`src/dra_pkg.sv`:
```
`default_nettype none

package dra_pkg;

	localparam int DIM_W        = 14;
	localparam int POS_W        = 14;
	localparam int OUT_POS_W    = 13;
	localparam int COORD_W      = 16;
	localparam int SUM_W        = 18;
	localparam int GEN_W        = 32;
	localparam int AREA_W       = 2 * DIM_W;
	localparam int BPP_W        = 4;
	localparam int WIDE_BYTES_W = AREA_W + BPP_W;
	localparam int BYTES_W      = 29;
	localparam int PCT_W        = 7;
	localparam int PROD_W       = AREA_W + PCT_W;
	localparam int CFG_ADDR_W   = 3;
	localparam int CFG_DATA_W   = 32;
	localparam int QUEUE_DEPTH  = 2;
	localparam int QPTR_W       = 1;
	localparam int QCNT_W       = 2;

	localparam logic [PCT_W-1:0]   PCT_SCALE   = 7'd100;
	localparam logic [PCT_W-1:0]   PCT_RESET   = 7'd90;
	localparam logic [BYTES_W-1:0] LIMIT_RESET = 29'h1000_0000;

	localparam logic REG_PCT   = 1'b0;
	localparam logic REG_LIMIT = 1'b1;

	typedef enum logic [1:0] {
		ACT_UPDATE,
		ACT_FULL,
		ACT_TAKE,
		ACT_CLEAR
	} act_t;

	typedef enum logic [2:0] {
		K_REJECT,
		K_RESYNC,
		K_MERGE,
		K_FULLREQ,
		K_TAKE,
		K_CLEAR
	} kind_t;

	typedef enum logic [2:0] {
		ST_IDLE,
		ST_MA,
		ST_MB,
		ST_MC,
		ST_FIN
	} state_t;

	typedef struct packed {
		act_t             action;
		logic [DIM_W-1:0] fw;
		logic [DIM_W-1:0] fh;
		logic [GEN_W-1:0] gen;
		logic             force_sync;
		logic             dims_ok;
		logic             clip_ok;
		logic [POS_W-1:0] cl;
		logic [POS_W-1:0] ct;
		logic [POS_W-1:0] cr;
		logic [POS_W-1:0] cb;
	} cmd_t;

	typedef struct packed {
		logic                 ok;
		logic                 full_frame;
		logic [OUT_POS_W-1:0] rect_left;
		logic [OUT_POS_W-1:0] rect_top;
		logic [DIM_W-1:0]     rect_width;
		logic [DIM_W-1:0]     rect_height;
		logic [BYTES_W-1:0]   byte_count;
		logic [GEN_W-1:0]     snapshot_generation;
	} res_t;

endpackage

`default_nettype wire

```
`src/dra_front.sv`:
```
`default_nettype none

module dra_front import dra_pkg::*; #(
	parameter int MAX_FRAME_DIM = 8192
) (
	input  logic                      push,
	output logic                      full,
	input  logic [1:0]                action,
	input  logic [DIM_W-1:0]          frame_width,
	input  logic [DIM_W-1:0]          frame_height,
	input  logic signed [COORD_W-1:0] dirty_left,
	input  logic signed [COORD_W-1:0] dirty_top,
	input  logic [COORD_W-1:0]        dirty_width,
	input  logic [COORD_W-1:0]        dirty_height,
	input  logic [GEN_W-1:0]          generation,
	input  logic                      force_resync,
	input  logic                      q_full,
	output logic                      q_wr,
	output cmd_t                      q_data
);

	localparam logic [DIM_W:0] MaxDim = MAX_FRAME_DIM[DIM_W:0];

	logic signed [SUM_W-1:0] xs, ys, xcl, ycl, xr, yr, fw_s, fh_s;
	logic                    dims_ok, clip_ok;

	assign full = q_full;
	assign q_wr = push && !q_full;

	always_comb begin
		// Clip the dirty rectangle to the frame with sign-extended arithmetic.
		xs   = $signed({{2{dirty_left[COORD_W-1]}}, dirty_left}) + $signed({2'b00, dirty_width});
		ys   = $signed({{2{dirty_top[COORD_W-1]}}, dirty_top}) + $signed({2'b00, dirty_height});
		xcl  = dirty_left[COORD_W-1] ? '0 : $signed({2'b00, dirty_left});
		ycl  = dirty_top[COORD_W-1] ? '0 : $signed({2'b00, dirty_top});
		fw_s = $signed({4'b0000, frame_width});
		fh_s = $signed({4'b0000, frame_height});
		xr   = (xs > fw_s) ? fw_s : xs;
		yr   = (ys > fh_s) ? fh_s : ys;

		clip_ok = (dirty_width != '0) && (dirty_height != '0) && (xr > xcl) && (yr > ycl);
		dims_ok = (frame_width != '0) && (frame_height != '0) &&
			({1'b0, frame_width} <= MaxDim) && ({1'b0, frame_height} <= MaxDim) &&
			(generation != '0);
	end

	always_comb begin
		q_data.action     = act_t'(action);
		q_data.fw         = frame_width;
		q_data.fh         = frame_height;
		q_data.gen        = generation;
		q_data.force_sync = force_resync;
		q_data.dims_ok    = dims_ok;
		q_data.clip_ok    = clip_ok;
		// Only meaningful when the clip is non-empty, which bounds them by the frame.
		q_data.cl         = xcl[POS_W-1:0];
		q_data.ct         = ycl[POS_W-1:0];
		q_data.cr         = xr[POS_W-1:0];
		q_data.cb         = yr[POS_W-1:0];
	end

endmodule

`default_nettype wire

```
`src/dra_queue.sv`:
```
`default_nettype none

module dra_queue import dra_pkg::*; (
	input  logic clk,
	input  logic arst_n,
	input  logic wr_en,
	input  cmd_t wr_data,
	output logic full,
	input  logic rd_en,
	output cmd_t rd_data,
	output logic empty
);

	cmd_t              slot_q [QUEUE_DEPTH];
	logic [QPTR_W-1:0] wp_q, rp_q;
	logic [QCNT_W-1:0] count_q;

	assign full    = (count_q == QCNT_W'(QUEUE_DEPTH));
	assign empty   = (count_q == '0);
	assign rd_data = slot_q[rp_q];

	always_ff @(posedge clk or negedge arst_n) begin
		if (!arst_n) begin
			wp_q    <= '0;
			rp_q    <= '0;
			count_q <= '0;
		end else begin
			if (wr_en) begin
				wp_q <= wp_q + 1'b1;
			end
			if (rd_en) begin
				rp_q <= rp_q + 1'b1;
			end
			if (wr_en && !rd_en) begin
				count_q <= count_q + 1'b1;
			end else if (rd_en && !wr_en) begin
				count_q <= count_q - 1'b1;
			end
		end
	end

	always_ff @(posedge clk) begin
		if (wr_en) begin
			slot_q[wp_q] <= wr_data;
		end
	end

endmodule

`default_nettype wire

```
`src/dra_back.sv`:
```
`default_nettype none

module dra_back import dra_pkg::*; #(
	parameter int BYTES_PER_PIXEL = 4
) (
	input  logic               clk,
	input  logic               arst_n,
	input  cmd_t               cmd,
	input  logic               cmd_valid,
	output logic               cmd_pop,
	input  logic [PCT_W-1:0]   pct,
	input  logic [BYTES_W-1:0] limit,
	output logic               res_valid,
	input  logic               res_pop,
	output res_t               res
);

	localparam logic [BPP_W-1:0] Bpp = BYTES_PER_PIXEL[BPP_W-1:0];

	state_t state_q, next_state;

	// Architectural state.
	logic [DIM_W-1:0] sw_q, sh_q;
	logic [GEN_W-1:0] sg_q;
	logic             present_q;
	logic [POS_W-1:0] pl_q, pt_q;
	logic [DIM_W-1:0] pw_q, ph_q;
	logic             pv_q, pf_q;

	// Decision captured from the queue head.
	kind_t            kind_d, kind_q;
	logic [POS_W-1:0] bl_d, bt_d, bl_q, bt_q;
	logic [DIM_W-1:0] bw_d, bh_d, bw_q, bh_q;
	logic [DIM_W-1:0] cw_q, ch_q, nw_q, nh_q;
	logic [GEN_W-1:0] ng_q;

	// Products.
	logic [DIM_W-1:0]        mul_a, mul_b;
	logic [AREA_W-1:0]       mul_p, area_q, farea_q, carea_q;
	logic [PROD_W-1:0]       a100_q, fpct_q;
	logic [WIDE_BYTES_W-1:0] abytes_q, cbytes;

	logic             resync, promote, take_over, slot_free, fin_fire;
	logic [POS_W-1:0] ml, mt, mr, mb, pr, pb;
	res_t             res_d, res_q;
	logic             res_valid_q;

	assign res_valid = res_valid_q;
	assign res       = res_q;
	assign slot_free = !res_valid_q || res_pop;

	// Decision on the head item against the current state.
	always_comb begin
		resync = cmd.force_sync || (cmd.fw != sw_q) || (cmd.fh != sh_q) ||
			(cmd.gen != sg_q) || !cmd.clip_ok || !present_q;

		pr = pl_q + POS_W'(pw_q);
		pb = pt_q + POS_W'(ph_q);
		ml = cmd.cl;
		mt = cmd.ct;
		mr = cmd.cr;
		mb = cmd.cb;
		if (pv_q) begin
			if (pl_q < ml) ml = pl_q;
			if (pt_q < mt) mt = pt_q;
			if (pr > mr) mr = pr;
			if (pb > mb) mb = pb;
		end

		kind_d = K_REJECT;
		bl_d   = '0;
		bt_d   = '0;
		bw_d   = sw_q;
		bh_d   = sh_q;
		unique case (cmd.action)
			ACT_UPDATE: begin
				if (!cmd.dims_ok) begin
					kind_d = K_REJECT;
				end else if (resync) begin
					kind_d = K_RESYNC;
					bw_d   = cmd.fw;
					bh_d   = cmd.fh;
				end else begin
					kind_d = K_MERGE;
					bl_d   = ml;
					bt_d   = mt;
					bw_d   = DIM_W'(mr - ml);
					bh_d   = DIM_W'(mb - mt);
				end
			end
			ACT_FULL: begin
				if (cmd.gen == '0 || !present_q || sw_q == '0 || sh_q == '0) begin
					kind_d = K_REJECT;
				end else begin
					kind_d = K_FULLREQ;
				end
			end
			ACT_TAKE: begin
				if (!pv_q || !present_q) begin
					kind_d = K_REJECT;
				end else begin
					kind_d = K_TAKE;
					if (!pf_q) begin
						bl_d = pl_q;
						bt_d = pt_q;
						bw_d = pw_q;
						bh_d = ph_q;
					end
				end
			end
			ACT_CLEAR: kind_d = K_CLEAR;
			default:   kind_d = K_REJECT;
		endcase
	end

	// Next state.
	always_comb begin
		next_state = state_q;
		unique case (state_q)
			ST_IDLE: begin
				if (cmd_valid) begin
					if (kind_d == K_RESYNC || kind_d == K_MERGE || kind_d == K_TAKE) begin
						next_state = ST_MA;
					end else begin
						next_state = ST_FIN;
					end
				end
			end
			ST_MA:  next_state = ST_MB;
			ST_MB:  next_state = (kind_q == K_MERGE) ? ST_MC : ST_FIN;
			ST_MC:  next_state = ST_FIN;
			ST_FIN: next_state = slot_free ? ST_IDLE : ST_FIN;
			default: next_state = ST_IDLE;
		endcase
	end

	// Sequencer outputs: queue pop, multiplier operands, completion.
	always_comb begin
		cmd_pop  = 1'b0;
		fin_fire = 1'b0;
		mul_a    = bw_q;
		mul_b    = bh_q;
		unique case (state_q)
			ST_IDLE: cmd_pop = cmd_valid;
			ST_MA: begin
				mul_a = bw_q;
				mul_b = bh_q;
			end
			ST_MB: begin
				mul_a = sw_q;
				mul_b = sh_q;
			end
			ST_MC: begin
				mul_a = cw_q;
				mul_b = ch_q;
			end
			ST_FIN:  fin_fire = slot_free;
			default: cmd_pop = 1'b0;
		endcase
	end

	assign mul_p     = AREA_W'(mul_a) * AREA_W'(mul_b);
	assign cbytes    = WIDE_BYTES_W'(carea_q) * WIDE_BYTES_W'(Bpp);
	assign promote   = (a100_q >= fpct_q);
	assign take_over = (abytes_q > WIDE_BYTES_W'(limit));

	// Result word for the item being finished.
	always_comb begin
		res_d = '0;
		unique case (kind_q)
			K_REJECT: res_d = '0;
			K_CLEAR:  res_d.ok = 1'b1;
			K_FULLREQ: begin
				res_d.ok          = 1'b1;
				res_d.full_frame  = 1'b1;
				res_d.rect_width  = sw_q;
				res_d.rect_height = sh_q;
			end
			K_TAKE: begin
				if (!take_over) begin
					res_d.ok                  = 1'b1;
					res_d.full_frame          = pf_q;
					res_d.rect_left           = bl_q[OUT_POS_W-1:0];
					res_d.rect_top            = bt_q[OUT_POS_W-1:0];
					res_d.rect_width          = bw_q;
					res_d.rect_height         = bh_q;
					res_d.byte_count          = pf_q ? '0 : abytes_q[BYTES_W-1:0];
					res_d.snapshot_generation = sg_q;
				end
			end
			K_RESYNC: begin
				res_d.ok          = 1'b1;
				res_d.full_frame  = 1'b1;
				res_d.rect_width  = nw_q;
				res_d.rect_height = nh_q;
				res_d.byte_count  = abytes_q[BYTES_W-1:0];
			end
			K_MERGE: begin
				res_d.ok         = 1'b1;
				res_d.full_frame = promote || pf_q;
				res_d.byte_count = cbytes[BYTES_W-1:0];
				if (promote) begin
					res_d.rect_width  = sw_q;
					res_d.rect_height = sh_q;
				end else begin
					res_d.rect_left   = bl_q[OUT_POS_W-1:0];
					res_d.rect_top    = bt_q[OUT_POS_W-1:0];
					res_d.rect_width  = bw_q;
					res_d.rect_height = bh_q;
				end
			end
			default: res_d = '0;
		endcase
	end

	always_ff @(posedge clk or negedge arst_n) begin
		if (!arst_n) begin
			state_q     <= ST_IDLE;
			res_valid_q <= 1'b0;
			sw_q        <= '0;
			sh_q        <= '0;
			sg_q        <= '0;
			present_q   <= 1'b0;
			pl_q        <= '0;
			pt_q        <= '0;
			pw_q        <= '0;
			ph_q        <= '0;
			pv_q        <= 1'b0;
			pf_q        <= 1'b0;
		end else begin
			state_q <= next_state;
			if (fin_fire) begin
				res_valid_q <= 1'b1;
			end else if (res_pop) begin
				res_valid_q <= 1'b0;
			end
			if (fin_fire) begin
				unique case (kind_q)
					K_REJECT: pv_q <= pv_q;
					K_CLEAR: begin
						sw_q      <= '0;
						sh_q      <= '0;
						sg_q      <= '0;
						present_q <= 1'b0;
						pl_q      <= '0;
						pt_q      <= '0;
						pw_q      <= '0;
						ph_q      <= '0;
						pv_q      <= 1'b0;
						pf_q      <= 1'b0;
					end
					K_FULLREQ: begin
						sg_q <= ng_q;
						pl_q <= '0;
						pt_q <= '0;
						pw_q <= sw_q;
						ph_q <= sh_q;
						pv_q <= 1'b1;
						pf_q <= 1'b1;
					end
					K_TAKE: begin
						if (!take_over) begin
							pl_q <= '0;
							pt_q <= '0;
							pw_q <= '0;
							ph_q <= '0;
							pv_q <= 1'b0;
							pf_q <= 1'b0;
						end
					end
					K_RESYNC: begin
						sw_q      <= nw_q;
						sh_q      <= nh_q;
						sg_q      <= ng_q;
						present_q <= 1'b1;
						pl_q      <= '0;
						pt_q      <= '0;
						pw_q      <= nw_q;
						ph_q      <= nh_q;
						pv_q      <= 1'b1;
						pf_q      <= 1'b1;
					end
					K_MERGE: begin
						pv_q <= 1'b1;
						if (promote) begin
							pl_q <= '0;
							pt_q <= '0;
							pw_q <= sw_q;
							ph_q <= sh_q;
							pf_q <= 1'b1;
						end else begin
							pl_q <= bl_q;
							pt_q <= bt_q;
							pw_q <= bw_q;
							ph_q <= bh_q;
						end
					end
					default: pv_q <= pv_q;
				endcase
			end
		end
	end

	always_ff @(posedge clk) begin
		if (cmd_pop) begin
			kind_q <= kind_d;
			bl_q   <= bl_d;
			bt_q   <= bt_d;
			bw_q   <= bw_d;
			bh_q   <= bh_d;
			cw_q   <= DIM_W'(cmd.cr - cmd.cl);
			ch_q   <= DIM_W'(cmd.cb - cmd.ct);
			nw_q   <= cmd.fw;
			nh_q   <= cmd.fh;
			ng_q   <= cmd.gen;
		end
		if (state_q == ST_MA) begin
			area_q <= mul_p;
		end
		if (state_q == ST_MB) begin
			farea_q  <= mul_p;
			a100_q   <= PROD_W'(area_q) * PROD_W'(PCT_SCALE);
			abytes_q <= WIDE_BYTES_W'(area_q) * WIDE_BYTES_W'(Bpp);
		end
		if (state_q == ST_MC) begin
			carea_q <= mul_p;
			fpct_q  <= PROD_W'(farea_q) * PROD_W'(pct);
		end
		if (fin_fire) begin
			res_q <= res_d;
		end
	end

endmodule

`default_nettype wire

```
`src/damage_rect_accumulator_core.sv`:
```
// Damage rectangle accumulator.
// Input channel: a queue-style push/full port carrying one action word (update,
// full-frame request, snapshot take or clear) with its frame and dirty-rectangle
// fields. A word is taken when push is high and full is low; two words can wait
// in the command queue while the sequencer works.
// Result channel: a queue-style empty/pop port. Each input word yields exactly
// one result word, shown while empty is low and taken when pop is high.
// Steps from acceptance to the result: clears, full-frame requests and words
// refused on their fields or on the state go from the queue straight to the
// final step; resyncs and takes (a take refused by the byte limit included)
// first pass the multiplier steps MA and MB, a merged update MA, MB and MC. The
// back-end sequencer takes a new word only once the last is finished, and runs
// its area products through one shared 14x14 multiplier.
// When the receiver stalls, the finished word holds in the result register, the
// sequencer waits in its final step and the queue fills until full rises.
// Reset clears the pending region, the stored frame and the queues, and loads
// the threshold register with 90 percent and the byte limit with 2^28.
// Configuration: APB port, threshold at byte address 0, byte limit at 4; write
// only while no word is in flight.
`default_nettype none

module damage_rect_accumulator_core import dra_pkg::*; #(
	parameter int MAX_FRAME_DIM   = 8192,
	parameter int BYTES_PER_PIXEL = 4
) (
	input  logic                      clk,
	input  logic                      arst_n,
	input  logic                      push,
	output logic                      full,
	input  logic [1:0]                action,
	input  logic [DIM_W-1:0]          frame_width,
	input  logic [DIM_W-1:0]          frame_height,
	input  logic signed [COORD_W-1:0] dirty_left,
	input  logic signed [COORD_W-1:0] dirty_top,
	input  logic [COORD_W-1:0]        dirty_width,
	input  logic [COORD_W-1:0]        dirty_height,
	input  logic [GEN_W-1:0]          generation,
	input  logic                      force_resync,
	output logic                      empty,
	input  logic                      pop,
	output logic                      ok,
	output logic                      full_frame,
	output logic [OUT_POS_W-1:0]      rect_left,
	output logic [OUT_POS_W-1:0]      rect_top,
	output logic [DIM_W-1:0]          rect_width,
	output logic [DIM_W-1:0]          rect_height,
	output logic [BYTES_W-1:0]        byte_count,
	output logic [GEN_W-1:0]          snapshot_generation,
	input  logic                      psel,
	input  logic                      penable,
	input  logic                      pwrite,
	input  logic [CFG_ADDR_W-1:0]     paddr,
	input  logic [CFG_DATA_W-1:0]     pwdata,
	output logic [CFG_DATA_W-1:0]     prdata,
	output logic                      pready
);

	logic [PCT_W-1:0]   pct_q;
	logic [BYTES_W-1:0] limit_q;

	logic q_wr, q_full, q_empty, q_rd;
	cmd_t q_wdata, q_rdata;
	logic res_valid;
	res_t res;

	assign pready = 1'b1;

	always_ff @(posedge clk or negedge arst_n) begin
		if (!arst_n) begin
			pct_q   <= PCT_RESET;
			limit_q <= LIMIT_RESET;
		end else if (psel && penable && pwrite && pready) begin
			case (paddr[2])
				REG_PCT:   pct_q   <= pwdata[PCT_W-1:0];
				REG_LIMIT: limit_q <= pwdata[BYTES_W-1:0];
				default:   pct_q   <= pct_q;
			endcase
		end
	end

	always_comb begin
		case (paddr[2])
			REG_PCT:   prdata = CFG_DATA_W'(pct_q);
			REG_LIMIT: prdata = CFG_DATA_W'(limit_q);
			default:   prdata = '0;
		endcase
	end

	dra_front #(
		.MAX_FRAME_DIM(MAX_FRAME_DIM)
	) u_front (
		.push         (push),
		.full         (full),
		.action       (action),
		.frame_width  (frame_width),
		.frame_height (frame_height),
		.dirty_left   (dirty_left),
		.dirty_top    (dirty_top),
		.dirty_width  (dirty_width),
		.dirty_height (dirty_height),
		.generation   (generation),
		.force_resync (force_resync),
		.q_full       (q_full),
		.q_wr         (q_wr),
		.q_data       (q_wdata)
	);

	dra_queue u_queue (
		.clk     (clk),
		.arst_n  (arst_n),
		.wr_en   (q_wr),
		.wr_data (q_wdata),
		.full    (q_full),
		.rd_en   (q_rd),
		.rd_data (q_rdata),
		.empty   (q_empty)
	);

	dra_back #(
		.BYTES_PER_PIXEL(BYTES_PER_PIXEL)
	) u_back (
		.clk       (clk),
		.arst_n    (arst_n),
		.cmd       (q_rdata),
		.cmd_valid (!q_empty),
		.cmd_pop   (q_rd),
		.pct       (pct_q),
		.limit     (limit_q),
		.res_valid (res_valid),
		.res_pop   (pop && res_valid),
		.res       (res)
	);

	assign empty               = !res_valid;
	assign ok                  = res.ok;
	assign full_frame          = res.full_frame;
	assign rect_left           = res.rect_left;
	assign rect_top            = res.rect_top;
	assign rect_width          = res.rect_width;
	assign rect_height         = res.rect_height;
	assign byte_count          = res.byte_count;
	assign snapshot_generation = res.snapshot_generation;

endmodule

`default_nettype wire

```
`config.mk`:
```
export PLATFORM = sky130hd
export DESIGN_NAME = damage_rect_accumulator_core
export DESIGN_NICKNAME = d
export VERILOG_FILES = /design/src/dra_pkg.sv /design/src/dra_front.sv /design/src/dra_queue.sv /design/src/dra_back.sv /design/src/damage_rect_accumulator_core.sv
export SDC_FILE = /design/constraint.sdc
export NUM_CORES = 2
export LEC_CHECK = 0
export ABC_AREA = 1
export ABC_CLOCK_PERIOD_IN_PS = 9600
export BUFFER_PORTS_ARGS = -buffer_cell sky130_fd_sc_hd__buf_2
export CAP_MARGIN = 20
export CORE_MARGIN = 2
export CORE_UTILIZATION = 35
export CTS_BUF_LIST = sky130_fd_sc_hd__clkbuf_8
export CTS_CLUSTER_SIZE = 40
export DETAILED_ROUTE_END_ITERATION = 16
export SLEW_MARGIN = 20
export SYNTH_ARGS = -nofsm -noshare
export SYNTH_HDL_FRONTEND = slang
export SYNTH_SLANG_ARGS = --single-unit
```
`constraint.sdc`:
```
create_clock -name clk -period 9.6 [get_ports clk]
set_clock_uncertainty 0.05 [all_clocks]
set_input_delay 1.44 -clock clk [delete_from_list [all_inputs] [get_ports clk]]
set_output_delay 1.44 -clock clk [all_outputs]
set_load 0.05 [all_outputs]
```
-- Word-level counts from Yosys, hierarchy flattened
Memory sizes are Yosys's and may differ from the RTL's.
Cells that the tools add are included.
- register bits: 606
- bits in writable memories: 242
- output and inout bits: 152
- logic and storage cells: 238
- memories: 1
- memories (memory ; depth ; width ; rd ports ; clocked after memory_dff ; write ports ; line ; source):
    u_queue.slot_q ; 2 ; 121 ; 1 ; 0 ; 1 ; dra_queue.sv:14 ; cmd_t slot_q [QUEUE_DEPTH];
- add/subtract/negate cells: 12
- multiply operators: 3
- magnitude comparators: 12
- eq/ne operators: 22
- muxes and demuxes: 79
- bitwise gates (word level): 2
- reductions and logical operators: 66
- operator list (cell ; number):
    14-bit 2-to-1 mux ; 29
    14-bit case mux with 2 select lines ; 8
    14-bit case mux with 5 select lines ; 2
    32-bit case mux with 2 select lines ; 2
    117-bit 2-to-1 mux ; 1
    28-bit case mux with 4 select lines ; 1
    29-bit case mux with 3 select lines ; 1
    14-bit case mux with 3 select lines ; 2
    14-bit subtractor ; 4
    26-bit case mux with 2 select lines ; 1
    16-bit by 17-bit adder with 18-bit output ; 2
    18-bit by 15-bit greater-than comparator with 1-bit output ; 2
    18-bit greater-than comparator ; 2
    18-bit 2-to-1 mux ; 2
    35-bit greater-or-equal comparator ; 1
    28-bit by 7-bit multiplier with 35-bit output ; 1
    28-bit by 5-bit multiplier with 33-bit output, second input constant ; 1
    32-bit zero test ; 1
    32-bit != test ; 1
    16-bit nonzero test ; 2
    32-bit nonzero test ; 1
    30-bit by 29-bit greater-than comparator with 1-bit output ; 1
    15-bit 2-to-1 mux ; 2
    29-bit 2-to-1 mux ; 1
    44 further kinds ; 125

-- Logic depth before layout (Yosys ltp)
An unclocked memory read counts as a cell.
- word-level depth: 16
- depth in mapped cells: 40

-- By module
From an unflattened synthesis, not the netlist that was laid out.
- cells, all modules: 6716
- area, all modules: 61818.0 sq um
- modules (own cells, without submodules) (module ; times used ; cells each ; area each (sq um)):
    dra_back ; 1 ; 5360 ; 46311.9
    dra_queue ; 1 ; 402 ; 9272.6
    dra_front ; 1 ; 715 ; 4425.5
    damage_rect_accumulator_core ; 1 ; 239 ; 1808.0

-- Worst setup path after synthesis
No wires, ideal clock.
- kind: flip-flop to flip-flop
- start point: register u_back.state_q[2]
- end point: register u_back.area_q[23], data pin
- data arrival time: 9.657 ns
- required time: 9.277 ns
- path slack: -0.380 ns
- cell stages (with the launch flop): 30
- period minus slack after synthesis: 9.980 ns
- cells stage by stage: dfrtp_1 > nor2_1 > inv_1 > nor2_1 > clkinv_1 > clkbuf_1 > o21a_1 > clkbuf_1 > inv_1 > nor2_1 > fa_1 > fa_1 > inv_1 > fa_1 > inv_1 > fa_1 > inv_1 > fa_1 > fa_1 > inv_1 > ha_1 > a21oi_1 > inv_1 > nor2_1 > o221ai_1 > a21oi_1 > o21ai_0 > a21oi_1 > o21ai_0 > xor2_1
- cells in the longest elaborated chain, start to end: 3
- elaborated cells on any way between the ends: 5
- those cells by class: 1 x mul; 2 x eq/ne; 2 x mux
- ends and longest elaborated chain (what ; line ; source):
    start: declaration ; dra_back.sv:20 ; state_t state_q, next_state;
    start signal: assignment ; dra_back.sv:231 ; state_q <= next_state;
    3-bit by 2-bit equality test with 1-bit output ; dra_back.sv:143 ; unique case (state_q)
    14-bit case mux with 2 select lines ; dra_back.sv:143 ;
    14-bit by 14-bit multiplier with 28-bit output * ; dra_back.sv:162 ; assign mul_p = AREA_W'(mul_a) * AREA_W'(mul_b);
    named net u_back.mul_p[23] ; dra_back.sv:39 ; logic [AREA_W-1:0] mul_p, area_q, farea_q, carea_q;
    end signal: assignment ; dra_back.sv:318 ; area_q <= mul_p;
    end: declaration ; dra_back.sv:39 ;
The timed path passes the listed nets; every way through them passes the cells marked *.
A chain may end at the register's enable or synchronous reset.

-- Worst setup path after layout
- start point: register u_back.state_q[2]
- end point: register u_back.carea_q[23], data pin
- cells in the longest elaborated chain, start to end: 3
- elaborated cells on any way between the ends: 5
- those cells by class: 1 x mul; 2 x eq/ne; 2 x mux
- ends and longest elaborated chain (what ; line ; source):
    3-bit by 2-bit equality test with 1-bit output ; dra_back.sv:143 ;
    14-bit case mux with 2 select lines ; dra_back.sv:143 ;
    14-bit by 14-bit multiplier with 28-bit output * ; dra_back.sv:162 ;
    named net u_back.mul_p[23] ; dra_back.sv:39 ;
    end signal: assignment ; dra_back.sv:326 ; carea_q <= mul_p;
    end: declaration ; dra_back.sv:39 ;
Marks and branches as above.

==> results by group <==
Synthesis
  – Top cell type's share of synthesized area: between 30% and 40%
  – Synth area leader: edfxtp_1
  – Register area share after synthesis: 41.76%
  – Synth warnings: 0
  – Main synth FF type: edfxtp_1
  – Ys async rst share: roughly a fifth
  – Synthesized area: about 0.059 mm^2
  – Post-synthesis register bit count: around 840
  – EDFF count, synth: around 700
  – Synthesized area per cell: 9.218 um^2
  – Number of library cell types mapped by synthesis: 57
  – Mapped Cells: between 6k and 7k
  – Area contributors post-synth: edfxtp_1, ha_1, fa_1

Clocking
  – H-tree lvl count: 4
  – Worst-skew pair later-pin latency: 0.91 ns
  – Postcts setup bufs: 0
  – Post-CTS Hold Fix Bufs: 0
  – Num CTS Buffers: between 150 and 200
  – CTS tree: done
  – CTS sink cnt: 843
  – CTS Buffer Depth: 3
  – CTS root buffer: clkbuf_8
  – Post-CTS sizing: 0
  – Clk slew on worst S/H paths: about 0.060 ns

Die
  – DIE AREA: around 0.17 mm^2
  – Die extent in x: a little over 400 um
  – IO Count: 321
  – Initial core utilization: 35.17%
  – Rows: 150
  – Core area: 0.1668 mm^2
  – Die height: around 410 um

Drt
  – Post-route ant nets: 0
  – Mean routed wirelength per cell: slightly above 20 um
  – DRC viols: 0
  – First-pass detailed-route iteration total: 6
  – Vias: 45.99k
  – Final wirelength: ~180000 um
  – First DRT Iteration DRCs: ~4k
  – Mean number of vias per cell: 5.098

Global routing
  – GRT Overall Usage: 21.37%
  – Vias in the first global route: approximately 46k
  – Largest net degree at the start of global routing: 150
  – Antenna violations before repair: 13
  – Global route overflow: 0
  – First-pass GRT wire length: ~280000 um

Worst setup path
  – Worst path slowest cell: clkinv_1
  – Data required, critical path: slightly above 10 ns
  – Worst path max stage delay: roughly 0.65 ns
  – Critical Setup Path Class: flop to flop
  – WP data arrival: 8.74 ns
  – Worst Setup SP: u_back.state_q[2]$_DFFE_PN0P_
  – Delay-heaviest family, CP: adder cells
  – WP buf/inv: 7
  – Crit-path max FO: 24
  – Nature of the critical path startpoint: flop
  – Crit end category: flop
  – Worst R2R Start: u_back.state_q[2]$_DFFE_PN0P_

Finish
  – FF+latch area: 0.02451 mm^2
  – Fraction of layout cells with a size suffix above 1: approximately a tenth
  – Layout Cells excl Fill: 9021
  – Area of the multi-input gates: around 0.030 mm^2
  – Filler Cell Count: 16.62k
  – NumNets Final: between 7k and 8k
  – Final Instance Area: roughly 0.066 mm^2
  – Area Growth Syn to Fin: 11.97%

Timing
  – Pins over their slew limit: 0
  – # setup viols final: 0
  – RSZ-0062 raised after global routing: no
  – Final hold violation count: 0
  – Post-route setup TNS: 0 ns
  – Period utilization: 85.28%
  – Fmax: 122.1 MHz
  – Slew @ Worst Pin: 1.045 ns
  – Final setup margin: around 1.4 ns
  – Tmin final: between 8 and 9 ns
  – Rel. slew slack: between 30% and 40%

Placement
  – Final HPWL DP: ~140000 um
  – Setup slack at placement: 1.497 ns
  – Final Wtd Congestion: approximately 0.95
  – IO buf count: slightly above 300
  – Placed Instance Area: 0.06263 mm^2
  – Dpl cells: between 8k and 9k

Outcome
  – Outcome: completed

Min path
  – Worst Hold Class: flop to flop
  – Min-delay src: u_back.ng_q[22]$_DFFE_PP_

Run
  – Max-cap violations: 0
metrics by stage:
stage	hold slack, ns	utilization (%)
after floorplan	0.4030	-
final	0.4302	39.38
after global placement	0.4089	37.54
after detailed placement	0.4202	37.54
after global routing	0.4487	39.37
after CTS	0.4301	39.36
kinds of logic (layout without fill, tap and decap cells):
kind of cell	Yosys count	after routing	share of synthesized area, %
other	2	13	0.01280
adders and majority gates	818	818	21.29
AOI/OAI and AO/OA	1005	1005	9.466
and+or+nand+nor	2252	2252	15.98
muxes	23	23	0.3924
DFF	843	843	41.76
xor gates and xnor gates	215	215	3.209
buffers and inverters	1207	1648	7.884
cell usage in the layout (no fill, tap or decap), types with 60 or more instances in the layout:
master,count
nand3_1,251
clkbuf_8,164
nor2_1,312
nand2_1,1420
xnor2_1,60
buf_2,308
fa_1,301
edfxtp_1,680
dfrtp_1,156
ha_1,517
a21oi_1,388
nand4_1,109
o21ai_0,376
xor2_1,155
inv_1,1038
registers in the layout (all words and copies together), names as in the netlist, 25 cells and up:
name,flops
u_back.sg_q,32
u_back.farea_q,28
u_back.ng_q,32
u_back.area_q,28
u_back.a100_q,33
u_back.abytes_q,25
u_back.carea_q,27
u_back.fpct_q,35
u_back.res,115
limit_q,29
u_queue.slot_q,242
synth_stat cells, types with 12 or more instances:
| cell type | n |
|---|---|
| a21oi_1 | 389 |
| a22oi_1 | 13 |
| a31oi_1 | 15 |
| buf_2 | 22 |
| buf_4 | 12 |
| clkbuf_1 | 148 |
| dfrtp_1 | 158 |
| edfxtp_1 | 680 |
| fa_1 | 301 |
| ha_1 | 517 |
| inv_1 | 995 |
| inv_2 | 13 |
| mux2i_1 | 23 |
| nand2_1 | 1424 |
| nand3_1 | 252 |
| nand4_1 | 109 |
| nor2_1 | 322 |
| nor3_1 | 31 |
| nor4_1 | 46 |
| o211ai_1 | 25 |
| o21a_1 | 38 |
| o21ai_0 | 376 |
| o21ai_1 | 40 |
| o21bai_1 | 23 |
| or2_2 | 40 |
| xnor2_1 | 60 |
| xor2_1 | 155 |
per-layer routing:
metal  GRT usage (%)  part of all wire [%]
met3           4.098                   7.0
met4           8.194                   3.7
met1           28.02                    43
met2           34.85                    47
met5               0                 0.015
worst paths after layout:
| check | to | slack, ns | cells past startpoint |
|---|---|---|---|
| max | u_back.carea_q[23]$_DFFE_PN_ | 1.41 | 27 |
| min | u_back.sg_q[22]$_DFFE_PN0P_ | 0.43 | 2 |
| max reg2reg | u_back.carea_q[23]$_DFFE_PN_ | 1.41 | 27 |
| min reg2reg | u_back.sg_q[22]$_DFFE_PN0P_ | 0.43 | 2 |
| max in group asynchronous | u_back.sw_q[0]$_DFFE_PN0P_ | 7.56 | 2 |
| min in group asynchronous | u_queue.rp_q$_DFFE_PN0P_ | 0.50 | 1 |
layout make-up:
class | count | share of cell area (%)
multi-input cells | 4319 | 45.16
clock inverters | 121 | 1.219
diodes | 7 | 0.02666
clock buffers | 163 | 3.415
inverters | 1013 | 5.788
well taps | 2204 | 4.197
repair buffers | 351 | 2.885
flip-flops and latches | 843 | 37.31
worst register-to-register path: cells and delay by family (launching register included):
family          cells  cell delay, ns
simple gates        7            1.24
buf+inv             7            1.29
compound gates      5            1.19
flops               1            0.43
fa+ha+maj           7            3.26
xor+xnor            1            0.47
Power is not shown: default switching activity piles up to over one toggle a cycle in this logic, so the estimate is an artifact.
